## src/design/tspk_pkg.sv

```systemverilog
// Shared constants and types for the transport stream packetizer.
`timescale 1ns / 1ps

package tspk_pkg;

    localparam int PAYLOAD_LEN = 184;
    localparam int PKT_LEN     = 188;
    localparam int HDR_LEN     = PKT_LEN - PAYLOAD_LEN;
    localparam int ADDR_W      = $clog2(PAYLOAD_LEN);
    localparam int BIDX_W      = $clog2(PKT_LEN);
    localparam int PID_W       = 13;
    localparam int CC_W        = 4;

    localparam logic [7:0]       TS_SYNC_MARK = 8'h47;
    localparam logic [7:0]       STUFF_BYTE   = 8'hFF;
    localparam logic [PID_W-1:0] PID_RESET    = 13'h0040;

    // Adaptation field control codes
    localparam logic [1:0] AFC_PAYLOAD_ONLY = 2'b01;
    localparam logic [1:0] AFC_ADAPT_PAYLOAD = 2'b11;

    // Packet start request from the input side to the emitter
    typedef struct packed {
        logic              valid;
        logic              pusi;
        logic              pad;
        logic [ADDR_W-1:0] diff;
        logic [CC_W-1:0]   cc;
        logic [PID_W-1:0]  pid;
    } t_launch;

endpackage

```

## src/design/ts_payload_packetizer_unit.sv

```systemverilog
// Top level of the transport stream packetizer: input side, counters and PID register.
//
//  channel   | dir | payload                                   | handshake
//  s_axis    | in  | tdata: payload_byte[7:0]; tuser: unit_first; tlast: unit_last | tvalid/tready
//  m_axis    | out | tdata: packet_word[31:0]; tlast: packet_end | tvalid/tready
//  cfg       | in  | i_cfg_wdata: stream_pid[12:0]             | i_cfg_we
//
// An input byte is written to the payload store on accept.
// A packet is sent as 47 words; the emitter walks its 188 bytes one per cycle,
// reading payload bytes through the store read port, so the input is held off while it is busy.
// Output back-pressure stalls the emitter and lengthens that window.
// Reset is synchronous, active low; the store itself is not cleared.
`timescale 1ns / 1ps

module ts_payload_packetizer_unit (
    input  logic                       i_clk,
    input  logic                       i_rst_n,
    input  logic                       s_axis_tvalid,
    output logic                       s_axis_tready,
    input  logic [7:0]                 s_axis_tdata,   // [7:0] payload_byte
    input  logic                       s_axis_tuser,   // [0] unit_first
    input  logic                       s_axis_tlast,
    output logic                       m_axis_tvalid,
    input  logic                       m_axis_tready,
    output logic [31:0]                m_axis_tdata,   // [31:0] packet_word
    output logic                       m_axis_tlast,
    input  logic                       i_cfg_we,
    input  logic [tspk_pkg::PID_W-1:0] i_cfg_wdata
);

    logic [tspk_pkg::ADDR_W-1:0] r_fill;
    logic [tspk_pkg::CC_W-1:0]   r_cc;
    logic                        r_pending;
    logic [tspk_pkg::PID_W-1:0]  r_pid;
    logic [tspk_pkg::ADDR_W-1:0] n_fill;
    logic [tspk_pkg::CC_W-1:0]   n_cc;
    logic                        n_pending;

    logic                        accept;
    logic [tspk_pkg::ADDR_W-1:0] fill_inc;
    logic                        store_full;
    tspk_pkg::t_launch           launch;
    logic                        emit_busy;
    logic                        rd_en;
    logic [tspk_pkg::ADDR_W-1:0] rd_addr;
    logic [7:0]                  rd_data;

    assign s_axis_tready = !emit_busy;
    assign accept        = s_axis_tvalid && s_axis_tready;
    assign fill_inc      = r_fill + 1'b1;
    assign store_full    = fill_inc == tspk_pkg::ADDR_W'(tspk_pkg::PAYLOAD_LEN);

    always_comb begin
        launch.valid = accept && (store_full || s_axis_tlast);
        launch.pusi  = r_pending || s_axis_tuser;
        launch.pad   = !store_full;
        // Padding length in front of the payload; zero for a full packet
        launch.diff  = tspk_pkg::ADDR_W'(tspk_pkg::PAYLOAD_LEN) - fill_inc;
        launch.cc    = r_cc;
        launch.pid   = r_pid;
    end

    always_comb begin
        n_fill    = r_fill;
        n_cc      = r_cc;
        n_pending = r_pending;
        if (accept) begin
            if (launch.valid) begin
                n_fill    = '0;
                n_pending = 1'b0;
                n_cc      = r_cc + 1'b1;
            end else begin
                n_fill    = fill_inc;
                n_pending = r_pending || s_axis_tuser;
            end
        end
    end

    always_ff @(posedge i_clk) begin
        if (!i_rst_n) begin
            r_fill    <= '0;
            r_cc      <= '0;
            r_pending <= 1'b0;
            r_pid     <= tspk_pkg::PID_RESET;
        end else begin
            r_fill    <= n_fill;
            r_cc      <= n_cc;
            r_pending <= n_pending;
            if (i_cfg_we) begin
                r_pid <= i_cfg_wdata;
            end
        end
    end

    tspk_store u_store (
        .i_clk   (i_clk),
        .i_we    (accept),
        .i_waddr (r_fill),
        .i_wdata (s_axis_tdata),
        .i_re    (rd_en),
        .i_raddr (rd_addr),
        .o_rdata (rd_data)
    );

    tspk_emit u_emit (
        .i_clk     (i_clk),
        .i_rst_n   (i_rst_n),
        .i_launch  (launch),
        .o_busy    (emit_busy),
        .o_rd_en   (rd_en),
        .o_rd_addr (rd_addr),
        .i_rd_data (rd_data),
        .o_valid   (m_axis_tvalid),
        .i_ready   (m_axis_tready),
        .o_word    (m_axis_tdata),
        .o_last    (m_axis_tlast)
    );

`ifndef NO_ASSERTIONS
    a_fill_range: assert property (@(posedge i_clk) disable iff (!i_rst_n)
        r_fill < tspk_pkg::ADDR_W'(tspk_pkg::PAYLOAD_LEN))
        else $error("fill count past payload length");

    a_cc_step: assert property (@(posedge i_clk) disable iff (!i_rst_n)
        launch.valid |=> r_cc == $past(r_cc) + 1'b1 && r_fill == '0)
        else $error("counters not updated after packet launch");

    a_no_accept_busy: assert property (@(posedge i_clk) disable iff (!i_rst_n)
        launch.valid |=> !s_axis_tready)
        else $error("input open while packet is emitted");
`endif

endmodule

```

## src/design/tspk_store.sv

```systemverilog
// Payload byte store: one write port, one read port with registered data.
`timescale 1ns / 1ps

module tspk_store (
    input  logic                        i_clk,
    input  logic                        i_we,
    input  logic [tspk_pkg::ADDR_W-1:0] i_waddr,
    input  logic [7:0]                  i_wdata,
    input  logic                        i_re,
    input  logic [tspk_pkg::ADDR_W-1:0] i_raddr,
    output logic [7:0]                  o_rdata
);

    logic [7:0] r_mem [0:tspk_pkg::PAYLOAD_LEN-1];
    logic [7:0] r_rdata;

    always_ff @(posedge i_clk) begin
        if (i_we) begin
            r_mem[i_waddr] <= i_wdata;
        end
    end

    always_ff @(posedge i_clk) begin
        if (i_re) begin
            r_rdata <= r_mem[i_raddr];
        end
    end

    assign o_rdata = r_rdata;

endmodule

```

## src/design/tspk_emit.sv

```systemverilog
// Packet emitter: walks the 188 packet bytes, reads payload from the store, packs words.
`timescale 1ns / 1ps

module tspk_emit (
    input  logic                        i_clk,
    input  logic                        i_rst_n,
    input  tspk_pkg::t_launch           i_launch,
    output logic                        o_busy,
    output logic                        o_rd_en,
    output logic [tspk_pkg::ADDR_W-1:0] o_rd_addr,
    input  logic [7:0]                  i_rd_data,
    output logic                        o_valid,
    input  logic                        i_ready,
    output logic [31:0]                 o_word,
    output logic                        o_last
);

    // byte issue stage
    logic                               r_s0_active;
    logic [tspk_pkg::BIDX_W-1:0]        r_bidx;
    logic                               r_pusi;
    logic                               r_pad;
    logic [tspk_pkg::ADDR_W-1:0]        r_diff;
    logic [tspk_pkg::CC_W-1:0]          r_cc;
    logic [tspk_pkg::PID_W-1:0]         r_pid;
    // byte collect stage
    logic                               r_s1_valid;
    logic                               r_s1_mem;
    logic [7:0]                         r_s1_const;
    logic                               r_s1_wend;
    logic                               r_s1_last;
    logic [23:0]                        r_acc;
    // output register
    logic                               r_out_valid;
    logic [31:0]                        r_out_word;
    logic                               r_out_last;
    logic                               n_out_valid;

    logic                               advance;
    logic                               is_hdr;
    logic [tspk_pkg::ADDR_W-1:0]        pos;
    logic                               from_mem;
    logic [7:0]                         const_byte;
    logic [7:0]                         s1_byte;
    logic                               word_done;

    // Hold the whole pipe while a finished word waits
    assign advance = !r_out_valid || i_ready;

    assign is_hdr   = r_bidx < tspk_pkg::BIDX_W'(tspk_pkg::HDR_LEN);
    assign pos      = tspk_pkg::ADDR_W'(r_bidx - tspk_pkg::BIDX_W'(tspk_pkg::HDR_LEN));
    assign from_mem = !is_hdr && (pos >= r_diff);

    always_comb begin
        const_byte = tspk_pkg::STUFF_BYTE;
        if (is_hdr) begin
            case (r_bidx[1:0])
                2'd0: const_byte = tspk_pkg::TS_SYNC_MARK;
                2'd1: const_byte = {1'b0, r_pusi, 1'b0, r_pid[12:8]};
                2'd2: const_byte = r_pid[7:0];
                2'd3: const_byte = {2'b00,
                                    (r_pad ? tspk_pkg::AFC_ADAPT_PAYLOAD
                                           : tspk_pkg::AFC_PAYLOAD_ONLY),
                                    r_cc};
                default: const_byte = tspk_pkg::TS_SYNC_MARK;
            endcase
        end else if (pos == '0) begin
            const_byte = 8'(r_diff - 1'b1);
        end else if (pos == tspk_pkg::ADDR_W'(1)) begin
            const_byte = 8'h00;
        end
    end

    assign o_rd_en   = advance && r_s0_active && from_mem;
    assign o_rd_addr = pos - r_diff;

    always_ff @(posedge i_clk) begin
        if (!i_rst_n) begin
            r_s0_active <= 1'b0;
            r_bidx      <= '0;
        end else if (i_launch.valid) begin
            r_s0_active <= 1'b1;
            r_bidx      <= '0;
        end else if (advance && r_s0_active) begin
            r_bidx <= r_bidx + 1'b1;
            if (r_bidx == tspk_pkg::BIDX_W'(tspk_pkg::PKT_LEN - 1)) begin
                r_s0_active <= 1'b0;
            end
        end
    end

    always_ff @(posedge i_clk) begin
        if (i_launch.valid) begin
            r_pusi <= i_launch.pusi;
            r_pad  <= i_launch.pad;
            r_diff <= i_launch.diff;
            r_cc   <= i_launch.cc;
            r_pid  <= i_launch.pid;
        end
    end

    always_ff @(posedge i_clk) begin
        if (!i_rst_n) begin
            r_s1_valid <= 1'b0;
        end else if (advance) begin
            r_s1_valid <= r_s0_active;
        end
    end

    always_ff @(posedge i_clk) begin
        if (advance) begin
            r_s1_mem   <= from_mem;
            r_s1_const <= const_byte;
            r_s1_wend  <= (r_bidx[1:0] == 2'd3);
            r_s1_last  <= (r_bidx == tspk_pkg::BIDX_W'(tspk_pkg::PKT_LEN - 1));
        end
    end

    assign s1_byte   = r_s1_mem ? i_rd_data : r_s1_const;
    assign word_done = advance && r_s1_valid && r_s1_wend;

    always_ff @(posedge i_clk) begin
        if (advance && r_s1_valid && !r_s1_wend) begin
            r_acc <= {r_acc[15:0], s1_byte};
        end
        if (word_done) begin
            r_out_word <= {r_acc, s1_byte};
            r_out_last <= r_s1_last;
        end
    end

    always_comb begin
        n_out_valid = r_out_valid;
        if (r_out_valid && i_ready) begin
            n_out_valid = 1'b0;
        end
        if (word_done) begin
            n_out_valid = 1'b1;
        end
    end

    always_ff @(posedge i_clk) begin
        if (!i_rst_n) begin
            r_out_valid <= 1'b0;
        end else begin
            r_out_valid <= n_out_valid;
        end
    end

    assign o_busy  = r_s0_active || r_s1_valid;
    assign o_valid = r_out_valid;
    assign o_word  = r_out_word;
    assign o_last  = r_out_last;

`ifndef NO_ASSERTIONS
    a_launch_idle: assert property (@(posedge i_clk) disable iff (!i_rst_n)
        i_launch.valid |-> !r_s0_active && !r_s1_valid)
        else $error("packet launched while emitter busy");

    a_bidx_range: assert property (@(posedge i_clk) disable iff (!i_rst_n)
        r_s0_active |-> r_bidx < tspk_pkg::BIDX_W'(tspk_pkg::PKT_LEN))
        else $error("byte index past packet end");

    a_last_drained: assert property (@(posedge i_clk) disable iff (!i_rst_n)
        r_s1_valid && r_s1_last |-> !r_s0_active)
        else $error("issue stage still active after final byte");

    a_last_on_word: assert property (@(posedge i_clk) disable iff (!i_rst_n)
        r_s1_valid && r_s1_last |-> r_s1_wend)
        else $error("final byte not on a word boundary");
`endif

endmodule
```

## config.mk

```make
export PLATFORM = sky130hd
export DESIGN_NAME = ts_payload_packetizer_unit
export DESIGN_NICKNAME = d
export VERILOG_FILES = /design/src/design/tspk_pkg.sv /design/src/design/ts_payload_packetizer_unit.sv /design/src/design/tspk_store.sv /design/src/design/tspk_emit.sv
export SDC_FILE = /design/constraint.sdc
export NUM_CORES = 1
export LEC_CHECK = 0
export BUFFER_PORTS_ARGS = -buffer_cell sky130_fd_sc_hd__buf_2
export CAP_MARGIN = 5
export CORE_UTILIZATION = 40
export DETAILED_ROUTE_END_ITERATION = 10
export PLACE_DENSITY = 0.63
export SETUP_SLACK_MARGIN = 0.2
export SLEW_MARGIN = 40
export SYNTH_ARGS = -nofsm -noshare
export SYNTH_HDL_FRONTEND = slang
export SYNTH_SLANG_ARGS = --single-unit
```

## constraint.sdc

```tcl
create_clock -name i_clk -period 3.1 [get_ports i_clk]
set_input_delay 0.155 -clock i_clk [delete_from_list [all_inputs] [get_ports i_clk]]
set_output_delay 0.155 -clock i_clk [all_outputs]
set_load 0.005 [all_outputs]
```

==> qor.txt <==
status = finished, violations left
violated checks = negative setup slack
n_diodes = 0
post-synthesis register bit count = 1,612
post-route cell area = 0.07710 sq mm
largest net degree at the start of global routing = 99
GRT overflow = 0
yosys warns = 0
via count = 32,980
Synth top area share = 0.7433
Total GRT Usage = 0.1960
TNS Setup = -4.026 ns
final hold vios = 0
die area = 0.1607 sq mm
total wire length = 158,100 um
CTS tree = yes
row count = 146
Core ar. = 0.1582 sq mm
cell taking the most area after synthesis = edfxtp_1
DR DRC count = 0
vias per cell = 5.492
CTS Buf Count = 164
clk root buf = clkbuf_16
Worst Setup End Kind = flop
Area contributors post-synth = edfxtp_1, mux4_2, mux2i_1
share of cells above drive strength 1 = 0.3310
WHS = 0.1378 ns
vias in the first global route = 33,280
WP data arrival = 4.20 ns
Max VDD drop = 0.0004322 V
Max Root-Sink Buffers = 3
1st-pass router iterations = 6
Worst Hold Depth = 5
number of flops mapped to enable cells by yosys = 1,575
Setup Skew = 0.03416 ns
ys async rst share = 0
Final GP Congestion = 0.8397
worst skew pair latency = 0.80 ns
power density cells = 634.2 mW/mm^2
max-slew violation count = 0
post-synthesis instance total = 3,187
pre-CTS setup slack = -0.9101 ns
Final setup violation count = 8
DIE HEIGHT = 400.8 um
Port-buffer cells = 62
area post-placement = 0.07010 sq mm
clock sinks = 1,612
hpwl dp = 98,500 um
crit-path max FO = 8
max cap viols = 0
Initial Util = 0.4022
Worst Hold Class = primary input to flop
min Tclk post-route = 3.660 ns
Synth Cell Area = 0.06363 sq mm
ys flop type = edfxtp_1
clock slew seen by the registers of the worst setup and hold paths = 0.06 ns
period utilization = 1.181
RSZ-0062 raised after global routing = yes
worst endpoint required time = 3.64 ns
Initial DRC Count = 3,631
ANT nets after route = 0
Placed Instances = 5,620
initial antenna violation count = 6
Cell Count, Final, Fillers Out = 6,006
I/O pin cnt = 63
R2R cell count = 12
post-DR wirelength/cell = 26.32 um
Setup Crit Path Kind = flop to flop
sequential area share after synthesis = 0.7549
first-pass GRT wire length = 229,200 um
Setup WS post-layout = -0.5597 ns
syn_nets = 3,239
Slew HR = 0.4153
Slew @ Worst Pin = 0.8749 ns
Fmax = 273.2 MHz
Nets = 3,862
H-tree depth = 4
syn_area_per_cell = 19.97 sq um
P&R area growth vs syn = 21.16%
Pleak = 25.52 nW
DIE WIDTH = 400.8 um
Distinct cells, synth = 61
Startpoint Class = flop
==> cell usage in the layout (no fill, tap or decap), drive strengths merged, types with 6 or more instances in the layout <==
master	count
edfxtp	1575
buf	588
mux4	370
nor2	230
clkbuf	224
nand2	189
mux2i	174
clkinv	53
dlygate4sd3	52
nand4	47
nand3	47
dfxtp	37
a21oi	37
inv	34
xnor2	26
nor2b	23
ha	23
mux2	23
nor3	21
a211oi	16
o21ai	16
xor2	14
bufinv	10
o31ai	9
o21a	8
a41o	7
a32o	7
and2	6
==> report_power, final <==
part	internal, mW	switching [mW]
registers	24.0	0.0321
logic	2.97	3.13
clock network	10.7	8.05
==> synth_stat cells (8+ instances only) <==
cell,n
mux2i_1,174
nor2_1,230
xnor2_1,25
nand4_1,47
buf_2,50
xor2_1,13
nand2_1,188
o31ai_1,9
ha_1,23
mux4_2,370
clkbuf_1,88
buf_1,13
inv_1,25
o21ai_0,16
edfxtp_1,1575
nand3_1,47
nor3_1,21
nor2b_1,23
a21oi_1,37
o21a_1,8
a211oi_1,16
buf_4,36
mux2_2,23
dfxtp_1,37
==> cells by family (layout without fill, tap and decap cells) <==
kind of cell / Yosys count / count (layout) / share of synthesized area
buf+inv: 219 / 966 / 0.01675
simple gates: 591 / 591 / 0.04074
xor+xnor: 40 / 40 / 0.005742
compound gates: 134 / 134 / 0.01461
mux: 567 / 567 / 0.1624
flops: 1612 / 1612 / 0.7549
fa+ha+maj: 24 / 24 / 0.004837
==> worst paths after layout <==
| kind | endpoint | slack, ns | startpoint |
|---|---|---|---|
| setup / recovery | u_store.o_rdata[6]$_DFFE_PP_ | -0.56 | u_emit.r_diff[0]$_DFFE_PP_ |
| hold / removal | r_fill[0]$_SDFFE_PN0P_ | 0.14 | s_axis_tvalid |
| hold reg to reg | u_emit.o_word[30]$_DFFE_PP_ | 0.41 | u_emit.r_acc[22]$_DFFE_PP_ |
| setup reg to reg | u_store.o_rdata[6]$_DFFE_PP_ | -0.56 | u_emit.r_diff[0]$_DFFE_PP_ |
==> sequential cells by signal, summed over array words and instances (netlist names), 4 cells and up <==
register and count:
u_emit.r_diff 8, r_cc 4, u_emit.r_acc 24, u_emit.o_word 32
r_fill 8, u_store.r_mem 1472, u_store.o_rdata 8, u_emit.r_pid 13
r_pid 13, u_emit.r_s1_const 8, u_emit.r_cc 4, u_emit.r_bidx 8
==> per-stage QoR <==
step                      total power, mW    util
after floorplan                     27.37       -
after global placement              29.65  0.4431
after detailed placement            29.68  0.4431
after CTS                           49.05  0.4848
after global routing                50.27  0.4874
final                               48.89  0.4874
==> worst max-delay path, stage by stage (launching register included) <==
cell and delay (ns):
edfxtp_1 0.43, ha_4 0.19, fa_4 0.80, buf_12 0.18, buf_16 0.18, bufbuf_16 0.29
mux4_2 0.28, mux2i_1 0.14, mux2i_1 0.09, buf_4 0.13, o211ai_1 0.38, a22o_1 0.22
a2111oi_2 0.04
==> layout make-up <==
cell class,instances,area [sq um]
Clock inverter,73,673.1
Tap cell,2072,2592
Inverter,25,93.84
Sequential cell,1612,48040
Clock buffer,217,4364
Fill cell,12810,81100
Timing Repair Buffer,651,6245
Multi-Input combinational cell,1356,15090
==> per-layer routing <==
layer / track usage / part of all wire / vias up / wire [um]
met4: 0.06117 / 0.029 / 6 / 4536
li1: - / - / 14160 / -
met2: 0.3022 / 0.47 / 1358 / 73630
met3: 0.04797 / 0.086 / 271 / 13520
met1: 0.2751 / 0.42 / 17190 / 66330
met5: 0 / 0.00022 / - / 34
==> repair_timing <==
| item | 4_1_cts | 5_1_grt |
|---|---|---|
| gates cloned | 14 | 5 |
| hold buffers | 51 | 1 |
| setup buffers | 15 | 10 |
| pin swaps | 16 | 9 |
| endpoints found under the hold margin | 644 | 3 |
| endpoints found under the setup margin | 16 | 21 |
| resized for setup | 115 | 39 |
Power figures use the tool's default switching activity.
